==> src/hw/rtl/rhc_pkg.sv <==
// shared widths and codes for the rgb to hsv converter
// no dependencies; imported by every module of the block
package rhc_pkg;

    // channel and result widths
    localparam int unsigned CH_W   = 8;
    localparam int unsigned HUE_W  = 16;
    localparam int unsigned SAT_W  = 16;
    localparam int unsigned QUOT_W = 16;

    // six times chroma fits in three more bits than a channel
    localparam int unsigned SIX_W  = CH_W + 3;

    // saturation dividend is chroma * 65535, up to channel + quotient bits
    localparam int unsigned SNUM_W = CH_W + QUOT_W;

    // which channel holds the maximum
    typedef enum logic [1:0] {
        SEL_RED,
        SEL_GREEN,
        SEL_BLUE
    } t_max_sel;

endpackage

==> src/hw/rtl/rhc_frac_div.sv <==
// pipelined restoring divider, one quotient bit per register stage
// depends on rhc_pkg for the default quotient width
module rhc_frac_div
    import rhc_pkg::*;
#(
    parameter int unsigned DEN_W = CH_W,
    parameter int unsigned Q_W   = QUOT_W
) (
    input  logic             i_clk,
    input  logic             i_en,
    input  logic [DEN_W-1:0] i_rem,
    input  logic [DEN_W-1:0] i_den,
    input  logic [Q_W-1:0]   i_low,
    output logic [Q_W-1:0]   o_quot
);

    // stage registers
    logic [DEN_W-1:0] r_rem  [Q_W];
    logic [DEN_W-1:0] r_den  [Q_W];
    logic [Q_W-1:0]   r_quot [Q_W];
    logic [Q_W-1:0]   r_low  [Q_W-1];

    // stage inputs, entry zero comes from the ports
    logic [DEN_W-1:0] s_rem  [Q_W+1];
    logic [DEN_W-1:0] s_den  [Q_W+1];
    logic [Q_W-1:0]   s_quot [Q_W+1];
    logic [Q_W-1:0]   s_low  [Q_W];

    assign s_rem[0]  = i_rem;
    assign s_den[0]  = i_den;
    assign s_quot[0] = '0;
    assign s_low[0]  = i_low;

    genvar k;
    generate
        for (k = 0; k < Q_W; k++) begin : g_stage
            logic [DEN_W:0]   t_trial;
            logic [DEN_W:0]   t_diff;
            logic             t_ge;
            logic [DEN_W-1:0] n_rem;
            logic [Q_W-1:0]   n_quot;

            // shift in the next dividend bit and try a subtract
            assign t_trial = {s_rem[k], s_low[k][Q_W-1]};
            assign t_diff  = t_trial - {1'b0, s_den[k]};
            assign t_ge    = (t_trial >= {1'b0, s_den[k]});
            assign n_rem   = t_ge ? t_diff[DEN_W-1:0] : t_trial[DEN_W-1:0];
            assign n_quot  = {s_quot[k][Q_W-2:0], t_ge};

            always_ff @(posedge i_clk) begin
                if (i_en) begin
                    r_rem[k]  <= n_rem;
                    r_den[k]  <= s_den[k];
                    r_quot[k] <= n_quot;
                end
            end

            assign s_rem[k+1]  = r_rem[k];
            assign s_den[k+1]  = r_den[k];
            assign s_quot[k+1] = r_quot[k];

            // remaining dividend bits travel one stage behind each other
            if (k < Q_W - 1) begin : g_low
                always_ff @(posedge i_clk) begin
                    if (i_en) begin
                        r_low[k] <= {s_low[k][Q_W-2:0], 1'b0};
                    end
                end
                assign s_low[k+1] = r_low[k];
            end
        end
    endgenerate

    assign o_quot = s_quot[Q_W];

endmodule

==> src/hw/rtl/rgb_to_hsv_converter.sv <==
// top level of the rgb to hsv converter: front end, two divider pipes, output skid
// depends on rhc_pkg and rhc_frac_div
//
//  channel | handshake                  | payload
//  --------+----------------------------+----------------------------------------
//  pixel   | i_in_valid / o_in_ready    | i_red, i_green, i_blue (8 bit each)
//  hsv     | o_out_valid / i_out_ready  | o_hue (16), o_saturation (16), o_brightness (8)
//
// one pixel per clock sustained while the output keeps taking items; from acceptance to
// o_out_valid an item passes two front-end stages, sixteen divider stages and one output register
// the depth is set by the two dividers, one quotient bit per stage
// reset clears only valid bits and the skid flag; payload registers are not reset
// a stall at the output parks one item in the skid register and freezes the pipe,
// o_in_ready is a register output and falls only while the skid register is full
module rgb_to_hsv_converter
    import rhc_pkg::*;
(
    input  logic              i_clk,
    input  logic              i_rst_n,
    input  logic              i_in_valid,
    output logic              o_in_ready,
    input  logic [CH_W-1:0]   i_red,
    input  logic [CH_W-1:0]   i_green,
    input  logic [CH_W-1:0]   i_blue,
    output logic              o_out_valid,
    input  logic              i_out_ready,
    output logic [HUE_W-1:0]  o_hue,
    output logic [SAT_W-1:0]  o_saturation,
    output logic [CH_W-1:0]   o_brightness
);

    logic pipe_en;

    // ------------------------------------------------------------------
    // stage 1: maximum, minimum and chroma
    // ------------------------------------------------------------------
    t_max_sel        n1_sel;
    logic [CH_W-1:0] n1_top;
    logic [CH_W-1:0] n1_bottom;

    logic            r1_vld;
    t_max_sel        r1_sel;
    logic [CH_W-1:0] r1_red;
    logic [CH_W-1:0] r1_green;
    logic [CH_W-1:0] r1_blue;
    logic [CH_W-1:0] r1_top;
    logic [CH_W-1:0] r1_chroma;

    // ties go to red, then green
    always_comb begin
        if (i_red >= i_green && i_red >= i_blue) begin
            n1_sel = SEL_RED;
            n1_top = i_red;
        end else if (i_green >= i_blue) begin
            n1_sel = SEL_GREEN;
            n1_top = i_green;
        end else begin
            n1_sel = SEL_BLUE;
            n1_top = i_blue;
        end
        if (i_red <= i_green) begin
            n1_bottom = (i_red <= i_blue) ? i_red : i_blue;
        end else begin
            n1_bottom = (i_green <= i_blue) ? i_green : i_blue;
        end
    end

    always_ff @(posedge i_clk) begin
        if (!i_rst_n) begin
            r1_vld <= 1'b0;
        end else if (pipe_en) begin
            r1_vld <= i_in_valid;
        end
    end

    always_ff @(posedge i_clk) begin
        if (pipe_en) begin
            r1_sel    <= n1_sel;
            r1_red    <= i_red;
            r1_green  <= i_green;
            r1_blue   <= i_blue;
            r1_top    <= n1_top;
            r1_chroma <= n1_top - n1_bottom;
        end
    end

    // ------------------------------------------------------------------
    // stage 2: hue numerator, six chroma and saturation dividend
    // ------------------------------------------------------------------
    logic [SIX_W-1:0]  ext_r;
    logic [SIX_W-1:0]  ext_g;
    logic [SIX_W-1:0]  ext_b;
    logic [SIX_W-1:0]  ext_c;
    logic [SIX_W-1:0]  n2_six_c;
    logic [SIX_W-1:0]  n2_hnum;
    logic [SNUM_W-1:0] n2_snum;

    logic              r2_vld;
    logic              r2_zero;
    logic [CH_W-1:0]   r2_top;
    logic [SIX_W-1:0]  r2_six_c;
    logic [SIX_W-1:0]  r2_hnum;
    logic [SNUM_W-1:0] r2_snum;

    assign ext_r    = SIX_W'(r1_red);
    assign ext_g    = SIX_W'(r1_green);
    assign ext_b    = SIX_W'(r1_blue);
    assign ext_c    = SIX_W'(r1_chroma);
    assign n2_six_c = (ext_c << 2) + (ext_c << 1);

    // chroma * 65535 as a shift and a subtract
    assign n2_snum  = {r1_chroma, {QUOT_W{1'b0}}} - SNUM_W'(r1_chroma);

    // numerator below six chroma; a negative red sector wraps by one turn
    always_comb begin
        case (r1_sel)
            SEL_RED: begin
                if (r1_green >= r1_blue) begin
                    n2_hnum = ext_g - ext_b;
                end else begin
                    n2_hnum = n2_six_c - (ext_b - ext_g);
                end
            end
            SEL_GREEN: n2_hnum = ext_b + (ext_c << 1) - ext_r;
            SEL_BLUE:  n2_hnum = ext_r + (ext_c << 2) - ext_g;
            default:   n2_hnum = '0;
        endcase
    end

    always_ff @(posedge i_clk) begin
        if (!i_rst_n) begin
            r2_vld <= 1'b0;
        end else if (pipe_en) begin
            r2_vld <= r1_vld;
        end
    end

    always_ff @(posedge i_clk) begin
        if (pipe_en) begin
            r2_zero  <= (r1_chroma == '0);
            r2_top   <= r1_top;
            r2_six_c <= n2_six_c;
            r2_hnum  <= n2_hnum;
            r2_snum  <= n2_snum;
        end
    end

    // ------------------------------------------------------------------
    // divider pipes: hue = hnum * 65536 / 6C, sat = C * 65535 / max
    // ------------------------------------------------------------------
    logic [QUOT_W-1:0] hue_quot;
    logic [QUOT_W-1:0] sat_quot;

    rhc_frac_div #(
        .DEN_W (SIX_W),
        .Q_W   (QUOT_W)
    ) u_hue_div (
        .i_clk  (i_clk),
        .i_en   (pipe_en),
        .i_rem  (r2_hnum),
        .i_den  (r2_six_c),
        .i_low  ({QUOT_W{1'b0}}),
        .o_quot (hue_quot)
    );

    rhc_frac_div #(
        .DEN_W (CH_W),
        .Q_W   (QUOT_W)
    ) u_sat_div (
        .i_clk  (i_clk),
        .i_en   (pipe_en),
        .i_rem  (r2_snum[SNUM_W-1:QUOT_W]),
        .i_den  (r2_top),
        .i_low  (r2_snum[QUOT_W-1:0]),
        .o_quot (sat_quot)
    );

    // side band that keeps pace with the divider stages
    logic            r_vld_d  [QUOT_W];
    logic            r_zero_d [QUOT_W];
    logic [CH_W-1:0] r_top_d  [QUOT_W];

    always_ff @(posedge i_clk) begin
        if (!i_rst_n) begin
            for (int s = 0; s < QUOT_W; s++) begin
                r_vld_d[s] <= 1'b0;
            end
        end else if (pipe_en) begin
            r_vld_d[0] <= r2_vld;
            for (int s = 1; s < QUOT_W; s++) begin
                r_vld_d[s] <= r_vld_d[s-1];
            end
        end
    end

    always_ff @(posedge i_clk) begin
        if (pipe_en) begin
            r_zero_d[0] <= r2_zero;
            r_top_d[0]  <= r2_top;
            for (int s = 1; s < QUOT_W; s++) begin
                r_zero_d[s] <= r_zero_d[s-1];
                r_top_d[s]  <= r_top_d[s-1];
            end
        end
    end

    // gray pixels force hue and saturation to zero
    logic              tail_vld;
    logic [HUE_W-1:0]  tail_hue;
    logic [SAT_W-1:0]  tail_sat;
    logic [CH_W-1:0]   tail_top;

    assign tail_vld = r_vld_d[QUOT_W-1];
    assign tail_hue = r_zero_d[QUOT_W-1] ? '0 : HUE_W'(hue_quot);
    assign tail_sat = r_zero_d[QUOT_W-1] ? '0 : SAT_W'(sat_quot);
    assign tail_top = r_top_d[QUOT_W-1];

    // ------------------------------------------------------------------
    // output register with one skid entry
    // ------------------------------------------------------------------
    logic              r_out_vld;
    logic [HUE_W-1:0]  r_out_hue;
    logic [SAT_W-1:0]  r_out_sat;
    logic [CH_W-1:0]   r_out_top;
    logic              r_skid_vld;
    logic [HUE_W-1:0]  r_skid_hue;
    logic [SAT_W-1:0]  r_skid_sat;
    logic [CH_W-1:0]   r_skid_top;
    logic              out_free;
    logic              tail_take;

    assign pipe_en   = !r_skid_vld;
    assign out_free  = !r_out_vld || i_out_ready;
    assign tail_take = pipe_en && tail_vld;

    // control: out register refills from skid first, else from the pipe tail
    always_ff @(posedge i_clk) begin
        if (!i_rst_n) begin
            r_out_vld  <= 1'b0;
            r_skid_vld <= 1'b0;
        end else if (out_free) begin
            r_out_vld  <= r_skid_vld || tail_take;
            r_skid_vld <= 1'b0;
        end else if (tail_take) begin
            r_skid_vld <= 1'b1;
        end
    end

    // payload
    always_ff @(posedge i_clk) begin
        if (out_free) begin
            if (r_skid_vld) begin
                r_out_hue <= r_skid_hue;
                r_out_sat <= r_skid_sat;
                r_out_top <= r_skid_top;
            end else begin
                r_out_hue <= tail_hue;
                r_out_sat <= tail_sat;
                r_out_top <= tail_top;
            end
        end else if (tail_take) begin
            r_skid_hue <= tail_hue;
            r_skid_sat <= tail_sat;
            r_skid_top <= tail_top;
        end
    end

    assign o_in_ready   = pipe_en;
    assign o_out_valid  = r_out_vld;
    assign o_hue        = r_out_hue;
    assign o_saturation = r_out_sat;
    assign o_brightness = r_out_top;

endmodule

==> config.mk <==
export PLATFORM = sky130hd
export DESIGN_NAME = rgb_to_hsv_converter
export DESIGN_NICKNAME = d
export VERILOG_FILES = /design/src/hw/rtl/rhc_pkg.sv /design/src/hw/rtl/rhc_frac_div.sv /design/src/hw/rtl/rgb_to_hsv_converter.sv
export SDC_FILE = /design/constraint.sdc
export NUM_CORES = 2
export LEC_CHECK = 0
export ABC_AREA = 1
export BUFFER_PORTS_ARGS = -buffer_cell sky130_fd_sc_hd__buf_2
export CORE_MARGIN = 10
export CORE_UTILIZATION = 50
export CTS_CLUSTER_DIAMETER = 120
export DETAILED_ROUTE_END_ITERATION = 10
export GPL_TIMING_DRIVEN = 0
export PLACE_DENSITY = 0.72
export SETUP_SLACK_MARGIN = 0.3
export SYNTH_ARGS = -nofsm -noshare
export SYNTH_HDL_FRONTEND = slang
export SYNTH_SLANG_ARGS = --single-unit
==> constraint.sdc <==
create_clock -name i_clk -period 80.7 [get_ports i_clk]
set_clock_uncertainty 0.1 [all_clocks]
set_input_delay 12.105 -clock i_clk [delete_from_list [all_inputs] [get_ports i_clk]]
set_output_delay 12.105 -clock i_clk [all_outputs]
set_load 0.01 [all_outputs]
==> metrics.csv <==
metric,value,unit
synth-edff-count,1112,
clockBufferDepth,3,
post-cts-setup-buffer-count,0,
synth.avg_cell_area,11.61,um^2
ir_drop,23.78,uV
synthAdderAreaFrac,0.1052,
endpoint,o_in_ready,
grt_overflow_total,0,
setup_viol,0,
crit_family,buffers and inverters,
worst_slew_pin_slew,761.3,ps
wire_per_inst,14.61,um
r2r-end,r2_hnum[10],
drv_slew,0,
synthFlopType,edfxtp_1,
hold_viol,0,
die_h,352.2,um
rows,121,
ys_async_sr_fraction,0,
status,completed,
synth_compound_area_frac,0.07056,
cp-startpoint,r_skid_vld,
syn_to_final_growth,11.82,%
dr_wl_met2,50.50,mm
crit_cells,9,
synth_top_area_cell,edfxtp_1,
htreeDepth,3,
clkSinkCount,1117,
ys_ff_latch,1117,
drc,0,
worstPathArrival,3540,ps
initial_core_util,0.5056,
synthCells,4755,
place_ws,65140,ps
synth_top_family_by_area,simple AND/OR/NAND/NOR gates,
fp.coreArea,0.1092,mm^2
antenna_cells,0,
cp.required,68500,ps
synthMuxAreaShare,0,
crit_buf_inv,9,
synth_area_leaders,"edfxtp_1 (61%), ha_1 (8.7%), nand2_1 (6.2%), inv_1 (4.9%), a21oi_1 (2.2%)",
yosysTopAreaCellShare,0.6051,
fill_cells,8737,
wl_met3,3.326,mm
critPathMaxStageDelay,310,ps
p_leak,27.12,nW
max_freq,63.50,MHz
final_layout_size_suffix_gt1_frac,0.1083,
powerDensity,46.90,mW/mm^2
path_cells,clkbuf_1 > inv_2 > clkbuf_4 > buf_16 > buf_16 > buf_16 > buf_16 > buf_16 > buf_2,
cts_root_buffer,clkbuf_16,
ctsHoldBuffers,0,
dp_hpwl,69.94,mm
die_area,0.1241,mm^2
setup_tns,0,ps
max-slew-margin-rel,0.4886,
synth_xor_area_frac,0.03523,
synth_simple_gate_area_share,0.1247,
rsz0062_at_grt,no,
place.gp.congestion,0.9061,
critPathSlowestCell,buf_16,
viasPerCell,5.049,
yosysMostFrequentCell,edfxtp_1,
min_period_over_period,0.1951,
synth_common_cells,"edfxtp_1 (1,112), nand2_1 (915), inv_1 (726), ha_1 (384), a21oi_1 (245)",
dr.first_iter.drc_count,1781,
cts_tree,built,
io_buffers,69,
route.vias.total,32970,
r2r-start,r1_chroma[7],
r2r_slack,76870,ps
io_pins,70,
die_w,352.2,um
yosysSeqAreaShare,0.6069,
finalCriticalPeriod,15750,ps
grt_pass1_wl,158.6,mm
cap_violations,0,
ctsResizeCount,0,
synth_warnings,0,
cp-end-kind,output pin,
cts_buffers,114,
antenna_found_initial,0,
reg2reg_depth,17,
grt_pass1_vias,33110,
ant_nets,0,
clkTransAtPathRegs,60,ps
syn_area,0.05519,mm^2
fin_util,0.5653,
path_class,reg -> out,
highest_layer,met4,
finalWorstSetupSlack,64950,ps
critPathLaunchType,flip-flop,
hold_slack,277.0,ps
fin_nets,5421,
synth_nets,5217,
ys_types,64,
cpMostUsedCell,buf_16,
critPathMaxFanout,68,
clk_latency,700,ps
met1_length,38.69,mm
drt-total-wl,95.39,mm
grtUsageTotal,0.1511,
grt_max_degree,74,
hp-class,reg -> reg,
firstDrtPassIters,5,
[layer usage]
layer | vias to the layer above | track usage
met5 | - | 0
met4 | 0 | 0.05295
met3 | 194 | 0.02438
met2 | 490 | 0.2826
met1 | 15600 | 0.1723
li1 | 16690 | -
[cells in the final DEF (no fill, tap or decap), types with 8 or more instances in the layout]
cell type  instances
a211oi_1           9
a21o_1            20
a21oi_1          245
a21oi_2           19
a31o_2             9
buf_16            17
buf_2             78
buf_6             16
bufinv_16         14
clkbuf_1          39
clkbuf_16        115
clkinv_1          21
clkinv_2          19
edfxtp_1        1112
fa_1              50
ha_1             384
inv_1            726
inv_2             23
nand2_1          914
nand2_2           39
nand2_4           29
nand3_1          232
nand3_2           12
nand3b_1          12
nand4_1           43
nor2_1           207
nor2_2             8
nor3_1            18
o211a_1            9
o21ai_0          121
o21ai_1           61
o21ai_2           71
o21bai_1          11
o21bai_2          14
or2_2             11
xnor2_1           97
xor2_1           125
[power breakdown]
part / switching, mW / leakage (nW) / internal, mW
Combinational: 0.760 / 13.7 / 0.508
Sequential: 0.113 / 11.6 / 0.987
Clock: 0.218 / 1.83 / 0.309
Total: 1.09 / 27.1 / 1.80
[flip-flops by register name, indices dropped and copies added, names as in the netlist, 11 cells and up]
name,count
o_hue,16
r_vld_d,16
r_skid_sat,16
u_hue_div.r_rem,150
r_top_d,126
r2_hnum,11
r_zero_d,16
u_sat_div.r_quot,136
r_skid_hue,16
o_saturation,16
u_hue_div.r_quot,136
u_sat_div.r_low,114
u_hue_div.r_den,124
r2_snum,23
u_sat_div.r_rem,120
[per-stage QoR]
| step | std cells | power (mW) | cell area (um^2) |
|---|---|---|---|
| 6_report | 6529 | 2.894 | 61710 |
| 5_1_grt | 6529 | 3.131 | 61710 |
| 4_1_cts | 6529 | 2.912 | 61710 |
| 3_5_place_dp | 6319 | 2.372 | 57900 |
| 3_3_place_gp | 6300 | 2.318 | 57380 |
| 2_1_floorplan | 4755 | 2.075 | 55190 |
[layout make-up]
cell class	count	area, um^2	share of cell area
Buffer	45	322.8	0.005231
Clock buffer	142	2989	0.04844
Clock inverter	68	818.3	0.01326
Inverter	757	2849	0.04617
Multi-Input combinational cell	2836	18540	0.3004
Sequential cell	1117	33490	0.5428
Tap cell	1476	1847	0.02993
Timing Repair Buffer	88	853.3	0.01383
[kinds of logic after synthesis]
logic type | after synthesis
compound gates | 629
xor+xnor | 222
fa+ha+maj | 434
buf+inv | 802
flops | 1117
simple gates | 1551
[worst min path at each step]
stage                     startpoint                      to  slack (ps)  depth (start not counted)
4_1_cts                  r2_snum[11]  u_sat_div.r_low[0][11]         280                          0
2_1_floorplan              r1_top[0]               r2_top[0]         300                          0
3_3_place_gp   u_sat_div.r_low[4][7]   u_sat_div.r_low[5][8]         300                          0
6_report                 r2_snum[11]  u_sat_div.r_low[0][11]         280                          0
3_5_place_dp          r_zero_d[1][2]          r_zero_d[1][3]         300                          0
5_1_grt                  r2_snum[11]  u_sat_div.r_low[0][11]         300                          0
(Power assumes the default switching activity.)
